### src/rtl/core/assert_macros.svh
// Assertion helpers for the bank mapper. Every check is sampled on the rising
// edge of clk and is switched off while rst_n is low.
`ifndef ASSERT_MACROS_SVH
`define ASSERT_MACROS_SVH

// Condition that must hold at every sampled edge.
`define BMI_ASSERT_ALWAYS(lbl, cond, msg) \
  lbl: assert property (@(posedge clk) disable iff (!rst_n) (cond)) else $error(msg);

// Condition that must hold in the cycle after the trigger.
`define BMI_ASSERT_NEXT(lbl, trig, cond, msg) \
  lbl: assert property (@(posedge clk) disable iff (!rst_n) (trig) |=> (cond)) else $error(msg);

`endif

### src/rtl/core/bmi_pkg.sv
// ----------------------------------------------------------------------------
// bmi_pkg
// Shared types and constants of the bank mapper: item kinds, register
// indexes, write decode codes and the decoded write command.
// ----------------------------------------------------------------------------
package bmi_pkg;

  typedef enum logic [1:0] {
    MODE_WRITE = 2'd0,
    MODE_TICK  = 2'd1,
    MODE_PRG   = 2'd2,
    MODE_CHR   = 2'd3
  } mode_t;

  typedef enum logic [1:0] {
    CFG_LINE0_MASK   = 2'd0,
    CFG_LINE1_MASK   = 2'd1,
    CFG_FULL_VARIANT = 2'd2,
    CFG_HONOR_REPEAT = 2'd3
  } cfg_idx_t;

  // Upper address nibble of register writes.
  localparam logic [3:0] HI_PRG0     = 4'h8;
  localparam logic [3:0] HI_MIRROR   = 4'h9;
  localparam logic [3:0] HI_PRG1     = 4'hA;
  localparam logic [3:0] HI_CHR_BASE = 4'hB;
  localparam logic [3:0] HI_IRQ      = 4'hF;

  // Select-line codes, line 1 in the upper bit.
  localparam logic [1:0] SEL_NONE  = 2'd0;
  localparam logic [1:0] SEL_LINE0 = 2'd1;
  localparam logic [1:0] SEL_LINE1 = 2'd2;
  localparam logic [1:0] SEL_BOTH  = 2'd3;

  localparam logic signed [9:0] PRESCALE_RELOAD = 10'sd341;
  localparam logic signed [9:0] PRESCALE_STEP   = 10'sd3;
  localparam logic [6:0]        PRG_FIXED_HI    = 7'h7F;  // banks 0xFE and 0xFF

  typedef struct packed {
    logic       prg_we;
    logic       prg_sel;
    logic       mirror_we;
    logic       misc_we;
    logic       chr_we;
    logic [2:0] chr_idx;
    logic       chr_hi;
    logic       reload_lo_we;
    logic       reload_hi_we;
    logic       ctrl_we;
    logic       ack;
    logic       ack_rpt;
    logic       tick;
    logic [7:0] data;
  } wr_cmd_t;

endpackage

### src/rtl/core/bmi_decode.sv
// ----------------------------------------------------------------------------
// bmi_decode
// Turns one registered item into a set of register write strobes and a
// cycle tick, using the two select-line masks.
// ----------------------------------------------------------------------------
module bmi_decode
  import bmi_pkg::*;
(
  input  logic        fire,
  input  mode_t       mode,
  input  logic [15:0] address,
  input  logic [7:0]  value,
  input  logic [15:0] line0_mask,
  input  logic [15:0] line1_mask,
  input  logic        full_variant,
  input  logic        honor_repeat,
  output wr_cmd_t     cmd
);

  logic       wr_ok;
  logic [3:0] hi;
  logic [1:0] sel;
  logic [3:0] chr_off;

  assign hi      = address[15:12];
  assign sel     = {|(address & line1_mask), |(address & line0_mask)};
  assign wr_ok   = fire && (mode == MODE_WRITE) && address[15];
  assign chr_off = hi - HI_CHR_BASE;

  always_comb begin
    cmd         = '0;
    cmd.data    = value;
    cmd.prg_sel = hi[1];
    cmd.chr_idx = {chr_off[1:0], sel[1]};
    cmd.chr_hi  = sel[0];
    cmd.tick    = fire && (mode == MODE_TICK) && full_variant;
    if (wr_ok) begin
      unique case (hi)
        HI_PRG0, HI_PRG1: cmd.prg_we = 1'b1;
        HI_MIRROR: begin
          if (!full_variant || sel == SEL_NONE) begin
            cmd.mirror_we = 1'b1;
          end else if (sel == SEL_LINE1) begin
            cmd.misc_we = 1'b1;
          end
        end
        HI_IRQ: begin
          if (full_variant) begin
            unique case (sel)
              SEL_NONE:  cmd.reload_lo_we = 1'b1;
              SEL_LINE0: cmd.reload_hi_we = 1'b1;
              SEL_LINE1: cmd.ctrl_we      = 1'b1;
              SEL_BOTH: begin
                cmd.ack     = 1'b1;
                cmd.ack_rpt = honor_repeat;
              end
              default:   cmd.ack          = 1'b0;
            endcase
          end
        end
        default: cmd.chr_we = 1'b1;
      endcase
    end
  end

endmodule

### src/rtl/core/bmi_bank_regs.sv
// ----------------------------------------------------------------------------
// bmi_bank_regs
// PRG and CHR bank registers, mirroring and misc bits, and the bank lookup
// for query items.
// ----------------------------------------------------------------------------
module bmi_bank_regs
  import bmi_pkg::*;
(
  input  logic        clk,
  input  logic        rst_n,
  input  wr_cmd_t     cmd,
  input  mode_t       mode,
  input  logic [15:0] address,
  input  logic        full_variant,
  output logic [11:0] bank,
  output logic [1:0]  mirror_nxt,
  output logic [1:0]  misc_nxt
);

  logic [7:0]  prg_r [2];
  logic [11:0] chr_r [8];
  logic [1:0]  mirror_r;
  logic [1:0]  misc_r;
  logic [1:0]  slot;

  assign mirror_nxt = cmd.mirror_we ? cmd.data[1:0] : mirror_r;
  assign misc_nxt   = cmd.misc_we   ? cmd.data[1:0] : misc_r;

  always_ff @(posedge clk) begin
    if (!rst_n) begin
      prg_r[0] <= '0;
      prg_r[1] <= '0;
      for (int i = 0; i < 8; i++) begin
        chr_r[i] <= 12'(i);
      end
      mirror_r <= '0;
      misc_r   <= 2'd1;
    end else begin
      mirror_r <= mirror_nxt;
      misc_r   <= misc_nxt;
      if (cmd.prg_we) begin
        prg_r[cmd.prg_sel] <= cmd.data;
      end
      if (cmd.chr_we) begin
        if (cmd.chr_hi) begin
          chr_r[cmd.chr_idx][11:4] <= cmd.data;
        end else begin
          chr_r[cmd.chr_idx][3:0] <= cmd.data[3:0];
        end
      end
    end
  end

  // With PRG swap on, the two even slots trade places.
  always_comb begin
    slot = address[14:13];
    if (full_variant && !slot[0] && misc_r[1]) begin
      slot[1] = ~slot[1];
    end
  end

  always_comb begin
    unique case (mode)
      MODE_PRG: begin
        if (slot[1]) begin
          bank = {4'd0, PRG_FIXED_HI, slot[0]};
        end else begin
          bank = {4'd0, prg_r[slot[0]]};
        end
      end
      MODE_CHR: bank = chr_r[address[12:10]];
      default:  bank = '0;
    endcase
  end

endmodule

### src/rtl/core/bmi_irq_counter.sv
// ----------------------------------------------------------------------------
// bmi_irq_counter
// IRQ latch, control bits, 8-bit counter with 341/3 prescaler and the
// interrupt flag.
// ----------------------------------------------------------------------------
module bmi_irq_counter
  import bmi_pkg::*;
(
  input  logic    clk,
  input  logic    rst_n,
  input  wr_cmd_t cmd,
  output logic    flag_nxt
);

  logic [7:0]        reload_r, reload_nxt;
  logic [2:0]        ctrl_r, ctrl_nxt;
  logic [7:0]        cnt_r, cnt_nxt;
  logic signed [9:0] pre_r, pre_nxt;
  logic              flag_r;
  logic signed [9:0] pre_dec;
  logic [7:0]        cnt_inc;
  logic              step;

  assign pre_dec = pre_r - PRESCALE_STEP;
  assign cnt_inc = cnt_r + 8'd1;

  always_comb begin
    reload_nxt = reload_r;
    ctrl_nxt   = ctrl_r;
    cnt_nxt    = cnt_r;
    pre_nxt    = pre_r;
    flag_nxt   = flag_r;
    step       = 1'b0;
    if (cmd.reload_lo_we) begin
      reload_nxt[3:0] = cmd.data[3:0];
    end
    if (cmd.reload_hi_we) begin
      reload_nxt[7:4] = cmd.data[3:0];
    end
    if (cmd.ctrl_we) begin
      ctrl_nxt = cmd.data[2:0];
      if (cmd.data[1]) begin
        cnt_nxt = reload_r;
        pre_nxt = PRESCALE_RELOAD;
      end
      flag_nxt = 1'b0;
    end
    if (cmd.ack) begin
      if (cmd.ack_rpt) begin
        ctrl_nxt[1] = ctrl_r[0];
      end
      flag_nxt = 1'b0;
    end
    if (cmd.tick && ctrl_r[1]) begin
      // Cycle mode counts every tick; scanline mode every 341/3 ticks.
      if (ctrl_r[2]) begin
        step = 1'b1;
      end else begin
        step = (pre_dec <= 10'sd0);
        pre_nxt = step ? (pre_dec + PRESCALE_RELOAD) : pre_dec;
      end
      if (step) begin
        if (cnt_inc == 8'd0) begin
          cnt_nxt  = reload_r;
          flag_nxt = 1'b1;
        end else begin
          cnt_nxt = cnt_inc;
        end
      end
    end
  end

  always_ff @(posedge clk) begin
    if (!rst_n) begin
      reload_r <= '0;
      ctrl_r   <= '0;
      cnt_r    <= '0;
      pre_r    <= '0;
      flag_r   <= 1'b0;
    end else begin
      reload_r <= reload_nxt;
      ctrl_r   <= ctrl_nxt;
      cnt_r    <= cnt_nxt;
      pre_r    <= pre_nxt;
      flag_r   <= flag_nxt;
    end
  end

endmodule

### src/rtl/core/bank_mapper_with_cycle_irq_unit.sv
// ----------------------------------------------------------------------------
// bank_mapper_with_cycle_irq_unit
// Cartridge bank mapper with a CPU-cycle IRQ counter: register writes,
// cycle ticks and PRG/CHR bank queries, one result per item.
// ----------------------------------------------------------------------------
// Channel   Direction  Contents
// in_*      input      tuser: mode; tdata: address, value
// out_*     output     tdata: bank, mirror_code, wram_enable, irq_line
// cfg_*     input      register index and data, written when cfg_we is high
//
// Each item waits in the input register until the result register is free, and
// is then decoded, applied to the state and captured in the result register in
// the same cycle. One item per cycle is sustained while out_tready stays high.
// Reset is synchronous on rst_n and restores the mapper state and valid flags.
// A stalled output holds the result; the input register still drains into the
// output register as soon as it frees up.
// ----------------------------------------------------------------------------
`include "assert_macros.svh"

module bank_mapper_with_cycle_irq_unit
  import bmi_pkg::*;
(
  input  logic        clk,
  input  logic        rst_n,
  input  logic        in_tvalid,
  output logic        in_tready,
  input  logic [23:0] in_tdata,   // address[15:0], value[23:16]
  input  logic [1:0]  in_tuser,   // mode[1:0]
  output logic        out_tvalid,
  input  logic        out_tready,
  output logic [15:0] out_tdata,  // bank[11:0], mirror_code[13:12],
                                  // wram_enable[14], irq_line[15]
  input  logic        cfg_we,
  input  logic [1:0]  cfg_addr,
  input  logic [15:0] cfg_wdata
);

  logic [15:0] line0_mask_r;
  logic [15:0] line1_mask_r;
  logic        full_variant_r;
  logic        honor_repeat_r;

  logic        s1_vld_r;
  mode_t       s1_mode_r;
  logic [15:0] s1_addr_r;
  logic [7:0]  s1_value_r;

  logic        out_vld_r;
  logic [15:0] out_data_r;

  logic        advance;
  wr_cmd_t     cmd;
  logic [11:0] bank;
  logic [1:0]  mirror_nxt;
  logic [1:0]  misc_nxt;
  logic        flag_nxt;
  logic [1:0]  mirror_code;
  logic        wram_enable;

  assign advance   = s1_vld_r && (!out_vld_r || out_tready);
  assign in_tready = !s1_vld_r || advance;

  always_ff @(posedge clk) begin
    if (!rst_n) begin
      line0_mask_r   <= 16'd1;
      line1_mask_r   <= 16'd2;
      full_variant_r <= 1'b1;
      honor_repeat_r <= 1'b1;
    end else if (cfg_we) begin
      unique case (cfg_idx_t'(cfg_addr))
        CFG_LINE0_MASK:   line0_mask_r   <= cfg_wdata;
        CFG_LINE1_MASK:   line1_mask_r   <= cfg_wdata;
        CFG_FULL_VARIANT: full_variant_r <= cfg_wdata[0];
        CFG_HONOR_REPEAT: honor_repeat_r <= cfg_wdata[0];
        default:          honor_repeat_r <= honor_repeat_r;
      endcase
    end
  end

  always_ff @(posedge clk) begin
    if (!rst_n) begin
      s1_vld_r <= 1'b0;
    end else if (in_tready) begin
      s1_vld_r <= in_tvalid;
    end
  end

  always_ff @(posedge clk) begin
    if (in_tvalid && in_tready) begin
      s1_mode_r  <= mode_t'(in_tuser);
      s1_addr_r  <= in_tdata[15:0];
      s1_value_r <= in_tdata[23:16];
    end
  end

  bmi_decode u_decode (
    .fire         (advance),
    .mode         (s1_mode_r),
    .address      (s1_addr_r),
    .value        (s1_value_r),
    .line0_mask   (line0_mask_r),
    .line1_mask   (line1_mask_r),
    .full_variant (full_variant_r),
    .honor_repeat (honor_repeat_r),
    .cmd          (cmd)
  );

  bmi_bank_regs u_bank_regs (
    .clk          (clk),
    .rst_n        (rst_n),
    .cmd          (cmd),
    .mode         (s1_mode_r),
    .address      (s1_addr_r),
    .full_variant (full_variant_r),
    .bank         (bank),
    .mirror_nxt   (mirror_nxt),
    .misc_nxt     (misc_nxt)
  );

  bmi_irq_counter u_irq_counter (
    .clk      (clk),
    .rst_n    (rst_n),
    .cmd      (cmd),
    .flag_nxt (flag_nxt)
  );

  // Results reflect the state after the item has been applied.
  assign mirror_code = (full_variant_r && mirror_nxt[1]) ? {1'b1, mirror_nxt[0]}
                                                         : {1'b0, mirror_nxt[0]};
  assign wram_enable = misc_nxt[0] || !full_variant_r;

  always_ff @(posedge clk) begin
    if (!rst_n) begin
      out_vld_r <= 1'b0;
    end else if (advance) begin
      out_vld_r <= 1'b1;
    end else if (out_tready) begin
      out_vld_r <= 1'b0;
    end
  end

  always_ff @(posedge clk) begin
    if (advance) begin
      out_data_r <= {flag_nxt, wram_enable, mirror_code, bank};
    end
  end

  assign out_tvalid = out_vld_r;
  assign out_tdata  = out_data_r;

  `BMI_ASSERT_NEXT(a_hold_item, s1_vld_r && out_vld_r && !out_tready, s1_vld_r,
                   "pending item dropped while output stalled")
  `BMI_ASSERT_NEXT(a_result_follows, advance, out_tvalid,
                   "processed item produced no result")
  `BMI_ASSERT_NEXT(a_no_bank_on_write, advance && (s1_mode_r == MODE_WRITE ||
                   s1_mode_r == MODE_TICK), out_tdata[11:0] == 12'd0,
                   "non-query item returned a bank number")
  `BMI_ASSERT_NEXT(a_wram_reduced, advance && !full_variant_r, out_tdata[14],
                   "reduced variant must keep work RAM enabled")

endmodule

### config.mk
export PLATFORM = sky130hd
export DESIGN_NAME = bank_mapper_with_cycle_irq_unit
export DESIGN_NICKNAME = d
export VERILOG_FILES = /design/src/rtl/core/bmi_pkg.sv /design/src/rtl/core/bmi_decode.sv /design/src/rtl/core/bmi_bank_regs.sv /design/src/rtl/core/bmi_irq_counter.sv /design/src/rtl/core/bank_mapper_with_cycle_irq_unit.sv
export VERILOG_INCLUDE_DIRS = /design/src /design/src/rtl/core
export SDC_FILE = /design/constraint.sdc
export NUM_CORES = 1
export LEC_CHECK = 0
export ABC_CLOCK_PERIOD_IN_PS = 8210
export BUFFER_PORTS_ARGS = -buffer_cell sky130_fd_sc_hd__buf_2
export CAP_MARGIN = 20
export CORE_ASPECT_RATIO = 0.8
export CORE_MARGIN = 5
export CORE_UTILIZATION = 54
export DETAILED_ROUTE_END_ITERATION = 16
export PLACE_DENSITY = 0.72
export SETUP_SLACK_MARGIN = 0.5
export SYNTH_ARGS = -nofsm -noshare
export SYNTH_HDL_FRONTEND = slang
export SYNTH_SLANG_ARGS = --single-unit
### constraint.sdc
create_clock -name clk -period 8.21 [get_ports clk]
set_input_delay 0.4105 -clock clk [delete_from_list [all_inputs] [get_ports clk]]
set_output_delay 0.4105 -clock clk [all_outputs]
set_load 0.03 [all_outputs]
==> results of run 1 <==
==> worst max-delay path, stage by stage (launching register included) <==
cell and delay, ps:
edfxtp_1 570, nand2b_1 220, nor4b_1 670, o211ai_1 270, nand3b_1 750, o21ai_0 1140
==> state kept, by name (all words and copies together) (netlist names), 2 cells and up, named ones only <==
name and flops:
line0_mask_r 16, line1_mask_r 16, out_tdata 16, s1_addr_r 16, s1_mode_r 2, s1_value_r 8
u_bank_regs.chr_r 96, u_bank_regs.mirror_r 2, u_bank_regs.misc_r 2, u_bank_regs.prg_r 16, u_irq_counter.cnt_r 8, u_irq_counter.ctrl_r 3
u_irq_counter.pre_r 10, u_irq_counter.reload_r 8
==> report_power, final <==
group | total (mW) | internal (mW) | switching (mW)
sequential | 1.29 | 1.26 | 0.0306
combinational | 0.155 | 0.0582 | 0.0967
clock | 1.01 | 0.591 | 0.417
total | 2.46 | 1.91 | 0.544
==> cell type report <==
| cell class | instances | area [um^2] | area share (%) |
|---|---|---|---|
| flip-flops and latches | 228 | 6110 | 53.1 |
| multi-input cells | 590 | 3850 | 33.5 |
| clock buffers | 34 | 703 | 6.11 |
| repair buffers | 78 | 433 | 3.76 |
| well taps | 258 | 323 | 2.81 |
| inverters | 15 | 56.3 | 0.489 |
| clock inverters | 6 | 30.0 | 0.261 |
==> routing by layer <==
| metal | part of all wire [%] | GRT usage (%) |
|---|---|---|
| met1 | 46 | 34.3 |
| met2 | 43 | 30.6 |
| met3 | 8.9 | 3.59 |
| met4 | 1.2 | 3.45 |
| met5 | 0 | 0 |
==> cells in the final DEF, fill, tap and decap left out, types with 24 or more instances in the layout <==
cell,count
edfxtp_1,154
nand2_1,124
dfxtp_1,74
buf_2,68
nor2_1,62
and2_1,53
nor3_1,50
a21oi_1,50
mux2i_1,41
clkbuf_16,25
o21ai_0,24
mux4_2,24
==> worst paths after layout <==
path / from / to / slack, ps / cells past startpoint
worst min-delay path: in_tdata[21] / s1_value_r[5] / 80 / 1
worst max-delay path: s1_mode_r[0] / u_bank_regs.chr_r[0][5] / 4200 / 5
worst max register to register: s1_mode_r[0] / u_bank_regs.chr_r[0][5] / 4200 / 5
worst min register to register: line0_mask_r[13] / line0_mask_r[13] / 460 / 2
==> cells by family (layout without fill, tap and decap cells) <==
kind of cell / after synthesis / after routing / synth area share (%)
XOR/XNOR: 17 / 17 / 1.45
adder cells (fa/ha/maj): 4 / 4 / 0.488
flip-flops: 228 / 228 / 59.5
buffers and inverters: 74 / 133 / 2.93
AO/OA/AOI/OAI: 147 / 147 / 9.24
multiplexers: 70 / 70 / 9.82
AND/OR/NAND/NOR: 352 / 352 / 16.6
==> metrics by stage <==
step / power [mW] / area (um^2) / std cells
finish: 2.46 / 11500 / 1209
global route: 2.54 / 11500 / 1209
CTS: 2.46 / 11500 / 1205
detailed placement: 1.47 / 10700 / 1165
global placement: 1.47 / 10700 / 1165
floorplan: 1.41 / 10300 / 892
==> results.rst, run 1 <==
.. list-table::
   :header-rows: 1

   * - Metric
     - Value
   * - VDD IR-drop max
     - roughly 0.11 mV
   * - Number of levels in the clock H-tree
     - 1
   * - Share of Yosys cell area claimed by the top area cell type
     - 45.1%
   * - Minimum setup slack after placement
     - 4270 ps
   * - Number of detailed-route iterations in the first pass
     - 5
   * - Clk_lat worst skew
     - just over 500 ps
   * - Number of design-rule violations left by the first detailed-router iteration
     - between 800 and 900
   * - I/O pin count
     - 67
   * - Root Buffer
     - clkbuf_16
   * - Number of enable flip-flop cells after synthesis
     - 154
   * - Worst Setup Slack, final
     - 4200 ps
   * - Initial core utilization
     - 54.6%
   * - Worst clock skew on the final layout
     - 22.6 ps
   * - Final HPWL DP
     - 15900 um
   * - Final Core Density
     - about three fifths
   * - Fraction of synthesis flops using an asynchronous set or reset pin
     - 0%
   * - Critical path required time
     - roughly 8300 ps
   * - Most area-hungry cell type in the Yosys netlist
     - edfxtp_1
   * - Clock tree from TritonCTS
     - done
   * - Die area
     - 21900 um^2
   * - Number of buffers inserted by port buffering
     - 66
   * - Average detailed-routed wire length per instance
     - between 15 and 20 um
   * - Cells after synthesis
     - approximately 890
   * - CTS clock-pin slew for the worst setup and hold paths
     - about 60 ps
   * - Post-CTS resize count
     - 0
   * - Tightest slew margin relative to the limit
     - between 20% and 30%
   * - Kind of critical path
     - reg -> reg
   * - Sum Neg Setup Slack
     - 0 ps
   * - Net total in the final layout
     - a little under 1000
   * - Final GP Congestion
     - slightly below 0.9
   * - Setup Viol. Count Final
     - 0
   * - Antenna diode instance count
     - 0
   * - Number of core rows
     - 45
   * - Power density of the placed cells
     - 213 nW/um^2
   * - Post-synthesis sequential area ratio
     - about 60%
   * - Critical Path End Type
     - flop
   * - Maximum number of buffers from clock root to sink
     - 3
   * - TritonCTS Buffers
     - 22
   * - Overall via count from detail_route
     - between 7000 and 8000
   * - Initial antenna violation count
     - 0
   * - Max capacitance violation total
     - 0
   * - Overall die width
     - 164 um
   * - Maximum net fanout on the critical path
     - 23
   * - Warning count from the yosys run
     - 0
   * - Synthesized netlist net count
     - 945
   * - Total Routing Usage GR
     - between 20% and 30%
   * - Grt total ovfl
     - 0
   * - Area of the core
     - 18800 um^2
   * - Height of the chip
     - between 100 and 150 um
   * - Total length of routed wires
     - 22900 um
   * - Number of global-route vias before repair
     - 6513
   * - Via density per instance
     - approximately 5.8
   * - Synth-to-layout area growth
     - 12.1%
   * - Final period util
     - between 40% and 50%
   * - Share of layout cells above drive strength 1
     - between 10% and 20%
   * - Remaining design rule violation count
     - 0
   * - Number of nets still failing antenna checks after routing
     - 0
   * - Number of slew-limit violations in the final report
     - 0
   * - Transition time at the pin with the least slew margin
     - 1090 ps
   * - Unrepaired setup endpoints after global routing
     - false
   * - Fmax
     - 0.249 GHz
   * - Most used flip-flop cell after synthesis
     - edfxtp_1
   * - Number of hold-repair buffers added at the cts stage
     - 0
   * - Number of setup buffers added after CTS
     - 0
   * - Result of the run
     - finished clean
   * - Top post-synthesis cells by count
     - edfxtp_1 (154), nand2_1 (124), dfxtp_1 (74)
   * - Minimum clock period
     - about 4000 ps
   * - Largest net degree at the start of global routing
     - between 50 and 60
   * - Mapped Avg Cell Area
     - around 12 um^2
   * - Data arrival time of the critical path
     - 4120 ps
   * - Library cells used by synthesis
     - 60
   * - Final hold violation count
     - 0
   * - Filler instances
     - 1531
   * - Critical path startpoint category
     - flop
   * - Final-layout worst hold slack
     - 78.1 ps
   * - Most frequently used cell type in the post-synthesis netlist
     - edfxtp_1
   * - Cell leakage power
     - between 4 and 5 nW
   * - Syn Std Cell Area
     - approximately 10000 um^2
   * - Global-route wire length before repair
     - about 37000 um
   * - Synth top area cells
     - edfxtp_1 (45%), dfxtp_1 (14%), mux4_2 (5.3%)
   * - Min-Delay Path Class
     - in -> reg
   * - Synth Register Bits
     - about 230
   * - Clock Sinks
     - 228
Power figures use the tool's default switching activity.
==> run 2: changes to the inputs <==
--- a/config.mk
+++ b/config.mk
@@ -6,7 +6,7 @@
 export SDC_FILE = /design/constraint.sdc
 export NUM_CORES = 1
 export LEC_CHECK = 0
-export ABC_CLOCK_PERIOD_IN_PS = 8210
+export ABC_CLOCK_PERIOD_IN_PS = 4100
 export BUFFER_PORTS_ARGS = -buffer_cell sky130_fd_sc_hd__buf_2
 export CAP_MARGIN = 20
 export CORE_ASPECT_RATIO = 0.8
==> constraint.sdc (replaced) <==
create_clock -name clk -period 4.1 [get_ports clk]
set_input_delay 0.205 -clock clk [delete_from_list [all_inputs] [get_ports clk]]
set_output_delay 0.205 -clock clk [all_outputs]
set_load 0.03 [all_outputs]
==> run 2 against run 1 <==
Compared with the run above: worst hold slack got worse by 38 ps; sequential power up 100%; via count up 5.0%; first-iteration DRC count shrank 7.1%; register-to-register slack got worse by 3200 ps; final cell count up 4.8%; sequential share of layout area down 2.3 points; setup slack lost 3200 ps; critical path depth is 1 higher; final area up 4.5%; die area unchanged; combinational power rose by 130%; highest routed layer unchanged.
==> results.rst, run 2 (synthesis results as in run 1) <==
.. list-table::
   :header-rows: 1

   * - Metric
     - Value
   * - I/O pin count
     - 67
   * - CTS clock-pin slew for the worst setup and hold paths
     - approximately 60 ps
   * - Total Routing Usage GR
     - about 22%
   * - Final period util
     - 75.6%
   * - Largest net degree at the start of global routing
     - 56
   * - Initial core utilization
     - a little over half
   * - Cell leakage power
     - about 4.5 nW
   * - Unrepaired setup endpoints after global routing
     - false
   * - Cell type group with the largest total delay on the critical path
     - simple AND/OR/NAND/NOR gates
   * - Maximum net fanout on the critical path
     - 16
   * - Remaining design rule violation count
     - 0
   * - VDD IR-drop max
     - around 0.31 mV
   * - Kind of critical path
     - reg -> reg
   * - Largest reg by FF count
     - u_bank_regs.chr_r
   * - TritonCTS Buffers
     - 23
   * - Number of global-route vias before repair
     - roughly 6800
   * - Top cell by count, worst path
     - nand2_1
   * - Net total in the final layout
     - approximately 1000
   * - Overall via count from detail_route
     - 7354
   * - Number of core rows
     - 45
   * - Transition time at the pin with the least slew margin
     - 895 ps
   * - Number of buffers inserted by port buffering
     - 66
   * - Data arrival time of the critical path
     - about 3200 ps
   * - Met2 wirelength from detailed routing
     - roughly 11000 um
   * - Total power
     - between 4 and 5 mW
   * - Number of slew-limit violations in the final report
     - 0
   * - Power density of the placed cells
     - 410 nW/um^2
   * - Final HPWL DP
     - between 15000 and 20000 um
   * - Initial antenna violation count
     - 0
   * - Total length of routed wires
     - 24400 um
   * - Final GP Congestion
     - roughly 0.85
   * - Area of the core
     - 18800 um^2
   * - Die area
     - around 22000 um^2
   * - Count of buffer and inverter cells on the critical path
     - 0
   * - Overall die width
     - 164 um
   * - Grt total ovfl
     - 0
   * - Clock Sinks
     - approximately 230
   * - Minimum clock period
     - 3100 ps
   * - Critical Path End Type
     - flop
   * - Root Buffer
     - clkbuf_16
   * - Share of layout cells above drive strength 1
     - between 15 and 20%
   * - Final instance count without filler cells
     - approximately 1300
   * - Worst path max stage delay
     - between 600 and 700 ps
   * - Length of routed wiring on met1
     - between 10000 and 15000 um
   * - Critical path required time
     - around 4200 ps
   * - Synth-to-layout area growth
     - 17.2%
   * - Min-Delay Path Class
     - in -> reg
   * - Via density per instance
     - 5.80
   * - Clk_lat worst skew
     - around 500 ps
   * - Number of levels in the clock H-tree
     - 1
   * - Worst reg2reg path depth
     - 6
   * - Number of flip-flops under the largest register name
     - between 90 and 100
   * - CP cell instances
     - a22oi_2 -> nand2_1 -> nor4_1 -> nand2_1 -> or2_2 -> o21ai_0
   * - Final hold violation count
     - 0
   * - Critical path startpoint category
     - flop
   * - Setup Viol. Count Final
     - 0
   * - Tightest slew margin relative to the limit
     - between 40% and 50%
   * - Leading cell types in the layout, fill and taps excluded
     - edfxtp_1 (154), nand2_1 (124), dfxtp_1 (74)
   * - Filler instances
     - around 1500
   * - Worst clock skew on the final layout
     - 12.1 ps
   * - Number of detailed-route iterations in the first pass
     - 5
   * - Average detailed-routed wire length per instance
     - between 15 and 20 um
   * - Clock tree from TritonCTS
     - done
   * - Global-route wire length before repair
     - just under 40000 um
   * - Fmax
     - approximately 0.32 GHz
   * - Met3 wire length
     - ~2300 um
   * - Number of nets still failing antenna checks after routing
     - 0
   * - Antenna diode instance count
     - 0
   * - Hold Path Cell Cnt
     - 2
   * - Total number of cells along the worst setup path
     - 6
   * - Number of design-rule violations left by the first detailed-router iteration
     - 754
   * - Placed Cells incl. Taps
     - 1181
   * - Result of the run
     - finished clean
   * - Maximum number of buffers from clock root to sink
     - 3
   * - Critical-path top delay cell
     - edfxtp_1
   * - Height of the chip
     - around 130 um
   * - Max capacitance violation total
     - 0
   * - Sum Neg Setup Slack
     - 0 ps
   * - Number of setup buffers added after CTS
     - 0
   * - Most common cell after layout, fill and taps aside
     - edfxtp_1
   * - Highest Signal Layer
     - met4
run 2: cell types whose count changed in the layout (fill, tap and decap cells not counted), sizes merged:
cell,delta
buf,+14
clkbuf,+2
clkinv,-1
dlygate4sd3,+43
run 2: worst register-to-register path, delay by kind of cell (launching register included):
family | cells | cell delay, ps
AO/OA/AOI/OAI | 2 | 760
AND/OR/NAND/NOR | 4 | 1340
flip-flops | 1 | 640
run 2: stage by stage:
stage / area [um^2] / utilization (%) / worst slack [ps] / hold WS [ps]
floorplan: 10300 / - / 1240 / 304
global placement: 10900 / 57.7 / 1220 / 381
detailed placement: 10900 / 57.7 / 1070 / 383
CTS: 12000 / 63.8 / 1030 / 29.6
global route: 12000 / 63.9 / 807 / 60.2
finish: 12000 / 63.9 / 1000 / 40.4
run 2: repair_timing:
item | CTS | global route
resized for setup | 0 | 0
hold buffers | 43 | 0
hold endpoints to repair | 62 | 0
run 2: final timing paths:
check,from,endpoint,slack [ps]
worst min-delay path,cfg_addr[0],full_variant_r,40
worst max-delay path,s1_addr_r[14],u_bank_regs.chr_r[0][3],1000
worst min register to register,line0_mask_r[15],line0_mask_r[15],460
worst max register to register,s1_addr_r[14],u_bank_regs.chr_r[0][3],1000
run 2: power breakdown:
group / internal, mW / switching [mW] / total [mW] / leakage (nW)
Sequential: 2.53 / 0.0627 / 2.59 / 2.13
Clock: 1.15 / 0.836 / 1.98 / 0.351
Combinational: 0.150 / 0.203 / 0.352 / 2.00
Total: 3.82 / 1.10 / 4.92 / 4.48
run 2: per-layer routing:
metal / track usage [%] / up-vias
li1: - / 3473
met1: 35.8 / 3498
met2: 32.0 / 353
met3: 4.33 / 30
met4: 4.01 / 0
met5: 0 / -
run 2: area by class of cell:
type	count	area, um^2	area share, %
flip-flops and latches	228	6110	50.8
multi-input cells	590	3850	32.1
repair buffers	135	973	8.10
clock buffers	36	686	5.70
well taps	258	323	2.68
inverters	15	56.3	0.468
clock inverters	5	23.8	0.198
==> run 3: changes to the inputs <==
--- a/config.mk
+++ b/config.mk
@@ -6,14 +6,14 @@
 export SDC_FILE = /design/constraint.sdc
 export NUM_CORES = 1
 export LEC_CHECK = 0
-export ABC_CLOCK_PERIOD_IN_PS = 4100
+export ABC_CLOCK_PERIOD_IN_PS = 2600
 export BUFFER_PORTS_ARGS = -buffer_cell sky130_fd_sc_hd__buf_2
 export CAP_MARGIN = 20
 export CORE_ASPECT_RATIO = 0.8
 export CORE_MARGIN = 5
 export CORE_UTILIZATION = 54
 export DETAILED_ROUTE_END_ITERATION = 16
-export PLACE_DENSITY = 0.72
+export PLACE_DENSITY = 0.75
 export SETUP_SLACK_MARGIN = 0.5
 export SYNTH_ARGS = -nofsm -noshare
 export SYNTH_HDL_FRONTEND = slang
==> constraint.sdc (replaced) <==
create_clock -name clk -period 2.6 [get_ports clk]
set_input_delay 0.13 -clock clk [delete_from_list [all_inputs] [get_ports clk]]
set_output_delay 0.13 -clock clk [all_outputs]
set_load 0.03 [all_outputs]
==> run 3 against run 2 <==
Compared with the run above: sequential cell count unchanged; global-route usage increased by 1.9 points; final cell count up 6.2%; largest cell class unchanged; first-iteration DRC count rose by 17%; total power rose by 62%; utilization up 9.0 points; worst hold slack better by 52 ps; non-clock buffer count grew 77; critical path depth increased by 3; via count rose by 13%.
==> results.rst, run 3 (synthesis results as in run 1) <==
.. list-table::
   :header-rows: 1

   * - Metric
     - Value
   * - R2R Setup Slk
     - ~200 ps
   * - Count of buffer and inverter cells on the critical path
     - 3
   * - Data arrival time of the critical path
     - around 2700 ps
   * - Worst clock skew on the final layout
     - about 11 ps
   * - CP cell instances
     - a22oi_1 -> nand2_1 -> or4_4 -> buf_4 -> nand3b_1 -> buf_12 -> buf_4 -> nor2_4 -> and2_1
   * - Critical-path top delay cell
     - or4_4
   * - Largest net degree at the start of global routing
     - 56
   * - Top cell by count, worst path
     - buf_4
   * - Initial antenna violation count
     - 0
   * - VDD IR-drop max
     - just under 0.4 mV
   * - Synth-to-layout area growth
     - 33.7%
   * - Maximum number of buffers from clock root to sink
     - 3
   * - Number of detailed-route iterations in the first pass
     - 5
   * - GR Layer Usage met3
     - under 10%
   * - Worst path max stage delay
     - ~580 ps
   * - Worst flop-to-flop path startpoint
     - s1_addr_r[0]
   * - Worst reg2reg path depth
     - 9
   * - CTS clock-pin slew for the worst setup and hold paths
     - about 70 ps
   * - Largest reg by FF count
     - u_bank_regs.chr_r
   * - Clock Sinks
     - 228
   * - Unrepaired setup endpoints after global routing
     - true
   * - Number of design-rule violations left by the first detailed-router iteration
     - slightly below 900
   * - Number of global-route vias before repair
     - 7600
   * - Placed Cells incl. Taps
     - 1192
   * - Cell type group with the largest total delay on the critical path
     - simple AND/OR/NAND/NOR gates
   * - GR Util met1
     - a little over a third
   * - Maximum net fanout on the critical path
     - 10
   * - Number of flip-flops under the largest register name
     - 96
   * - Number of slew-limit violations in the final report
     - 0
   * - Total power
     - around 8 mW
   * - Min-Delay Path Class
     - in -> reg
   * - Final HPWL DP
     - ~17000 um
   * - Total number of cells along the worst setup path
     - 9
   * - Clock tree from TritonCTS
     - done
   * - Final-layout worst hold slack
     - 92.3 ps
   * - Dpl cell area
     - around 11000 um^2
   * - Number of core rows
     - 45
   * - Leading cell types in the layout, fill and taps excluded
     - edfxtp_1 (154), nand2_1 (111), dfxtp_1 (71)
   * - Clk_lat worst skew
     - between 500 and 600 ps
   * - Global-route wire length before repair
     - about 42000 um
   * - Kind of critical path
     - reg -> reg
   * - Area of the core
     - around 19000 um^2
   * - Average detailed-routed wire length per instance
     - between 20 and 25 um
   * - I/O pin count
     - 67
   * - Overall via count from detail_route
     - just over 8000
   * - Critical path startpoint category
     - flop
   * - Root Buffer
     - clkbuf_16
   * - Number of buffers inserted by port buffering
     - 66
   * - End point of the critical path
     - u_bank_regs.chr_r[0][10]
   * - Critical Path End Type
     - flop
   * - Remaining design rule violation count
     - 0
   * - Overall die width
     - approximately 160 um
   * - Sum Neg Setup Slack
     - 0 ps
   * - Number of levels in the clock H-tree
     - 1
   * - Worst Setup Slack, final
     - slightly below 200 ps
   * - TritonCTS Buffers
     - 23
   * - GRT busiest layer
     - met2
   * - Post-route standard cell area excluding fillers
     - 13700 um^2
   * - Share of layout cells above drive strength 1
     - between 30% and 40%
   * - Critical path required time
     - ~2900 ps
   * - Final hold violation count
     - 0
   * - Minimum clock period
     - around 2400 ps
   * - Net total in the final layout
     - ~1100
   * - Height of the chip
     - 133 um
   * - Endpoint of the lowest-slack register-to-register path
     - u_bank_regs.chr_r[0][10]
   * - Grt total ovfl
     - 0
   * - Tightest slew margin relative to the limit
     - between 40% and 50%
   * - Met2 track demand over resource
     - a little under two fifths
   * - Power density of the placed cells
     - around 580 nW/um^2
   * - Initial core utilization
     - a little over half
   * - Total length of routed wires
     - ~29000 um
   * - Fmax
     - 0.416 GHz
   * - Via density per instance
     - 6.15
   * - Setup Viol. Count Final
     - 0
   * - Max capacitance violation total
     - 0
   * - Antenna diode instance count
     - 0
   * - Most common cell after layout, fill and taps aside
     - edfxtp_1
   * - Minimum setup slack after placement
     - between 90 and 100 ps
   * - Final instance count without filler cells
     - between 1000 and 1500
   * - Total Routing Usage GR
     - 24.3%
   * - Final GP Congestion
     - around 0.88
   * - Transition time at the pin with the least slew margin
     - around 860 ps
   * - Cell leakage power
     - approximately 5.2 nW
   * - Final Core Density
     - approximately 73%
   * - Startpoint of the worst setup timing path
     - s1_addr_r[0]
   * - Filler instances
     - 1199
   * - Die area
     - 21900 um^2
   * - Final period util
     - 92.5%
   * - Number of nets still failing antenna checks after routing
     - 0
   * - Result of the run
     - finished clean
## run 3: cell count changes in the layout (fill, tap and decap cells not counted), sizes merged
cell	before	now
bufbuf	0	1
bufinv	0	1
buf	91	162
o21ai	26	27
clkbuf	37	35
inv	12	13
clkinv	8	10
dlygate4sd3	43	46
## run 3: worst min-delay path by stage
stage | from | end | slack, ps | cells after the start
CTS | out_tready | out_tvalid | 70 | 5
global route | out_tready | out_tvalid | 140 | 5
global placement | in_tdata[18] | s1_value_r[2] | 310 | 1
finish | out_tready | out_tvalid | 90 | 5
floorplan | in_tdata[0] | s1_addr_r[0] | 230 | 0
detailed placement | in_tdata[20] | s1_value_r[4] | 310 | 1
## run 3: power by group
part	switching [mW]	internal, mW	total, mW	leakage, nW
Clock	1.37	1.79	3.16	0.350
Sequential	0.0879	3.98	4.07	2.13
Combinational	0.432	0.336	0.768	2.68
## run 3: final cells by class
class                   instances  area, um^2  share of cell area, %
clock buffers                  32         629                   4.59
well taps                     258         323                   2.35
flip-flops and latches        228        6120                   44.6
clock inverters                 9        72.6                  0.529
multi-input cells             591        4630                   33.8
inverters                      15        58.8                  0.429
repair buffers                212        1880                   13.7
## run 3: worst register-to-register path: cells and delay by family, from the launching register on
family	cells	cell delay, ps
AOI/OAI and AO/OA	1	210
and+or+nand+nor	5	1060
buffers and inverters	3	490
DFF	1	410
## run 3: layer usage
layer,vias up,wire [um]
li1,3652,-
met4,0,892
met3,83,2990
met1,4017,11800
met2,523,13600
met5,-,0
## run 3: repair_timing
action	in CTS	in global routing
buffers inserted	36	21
gates cloned	4	5
setup endpoints to repair	246	251
endpoints found under the hold margin	65	0
resized for setup	50	103
pin swaps	23	26
hold buffers	46	0
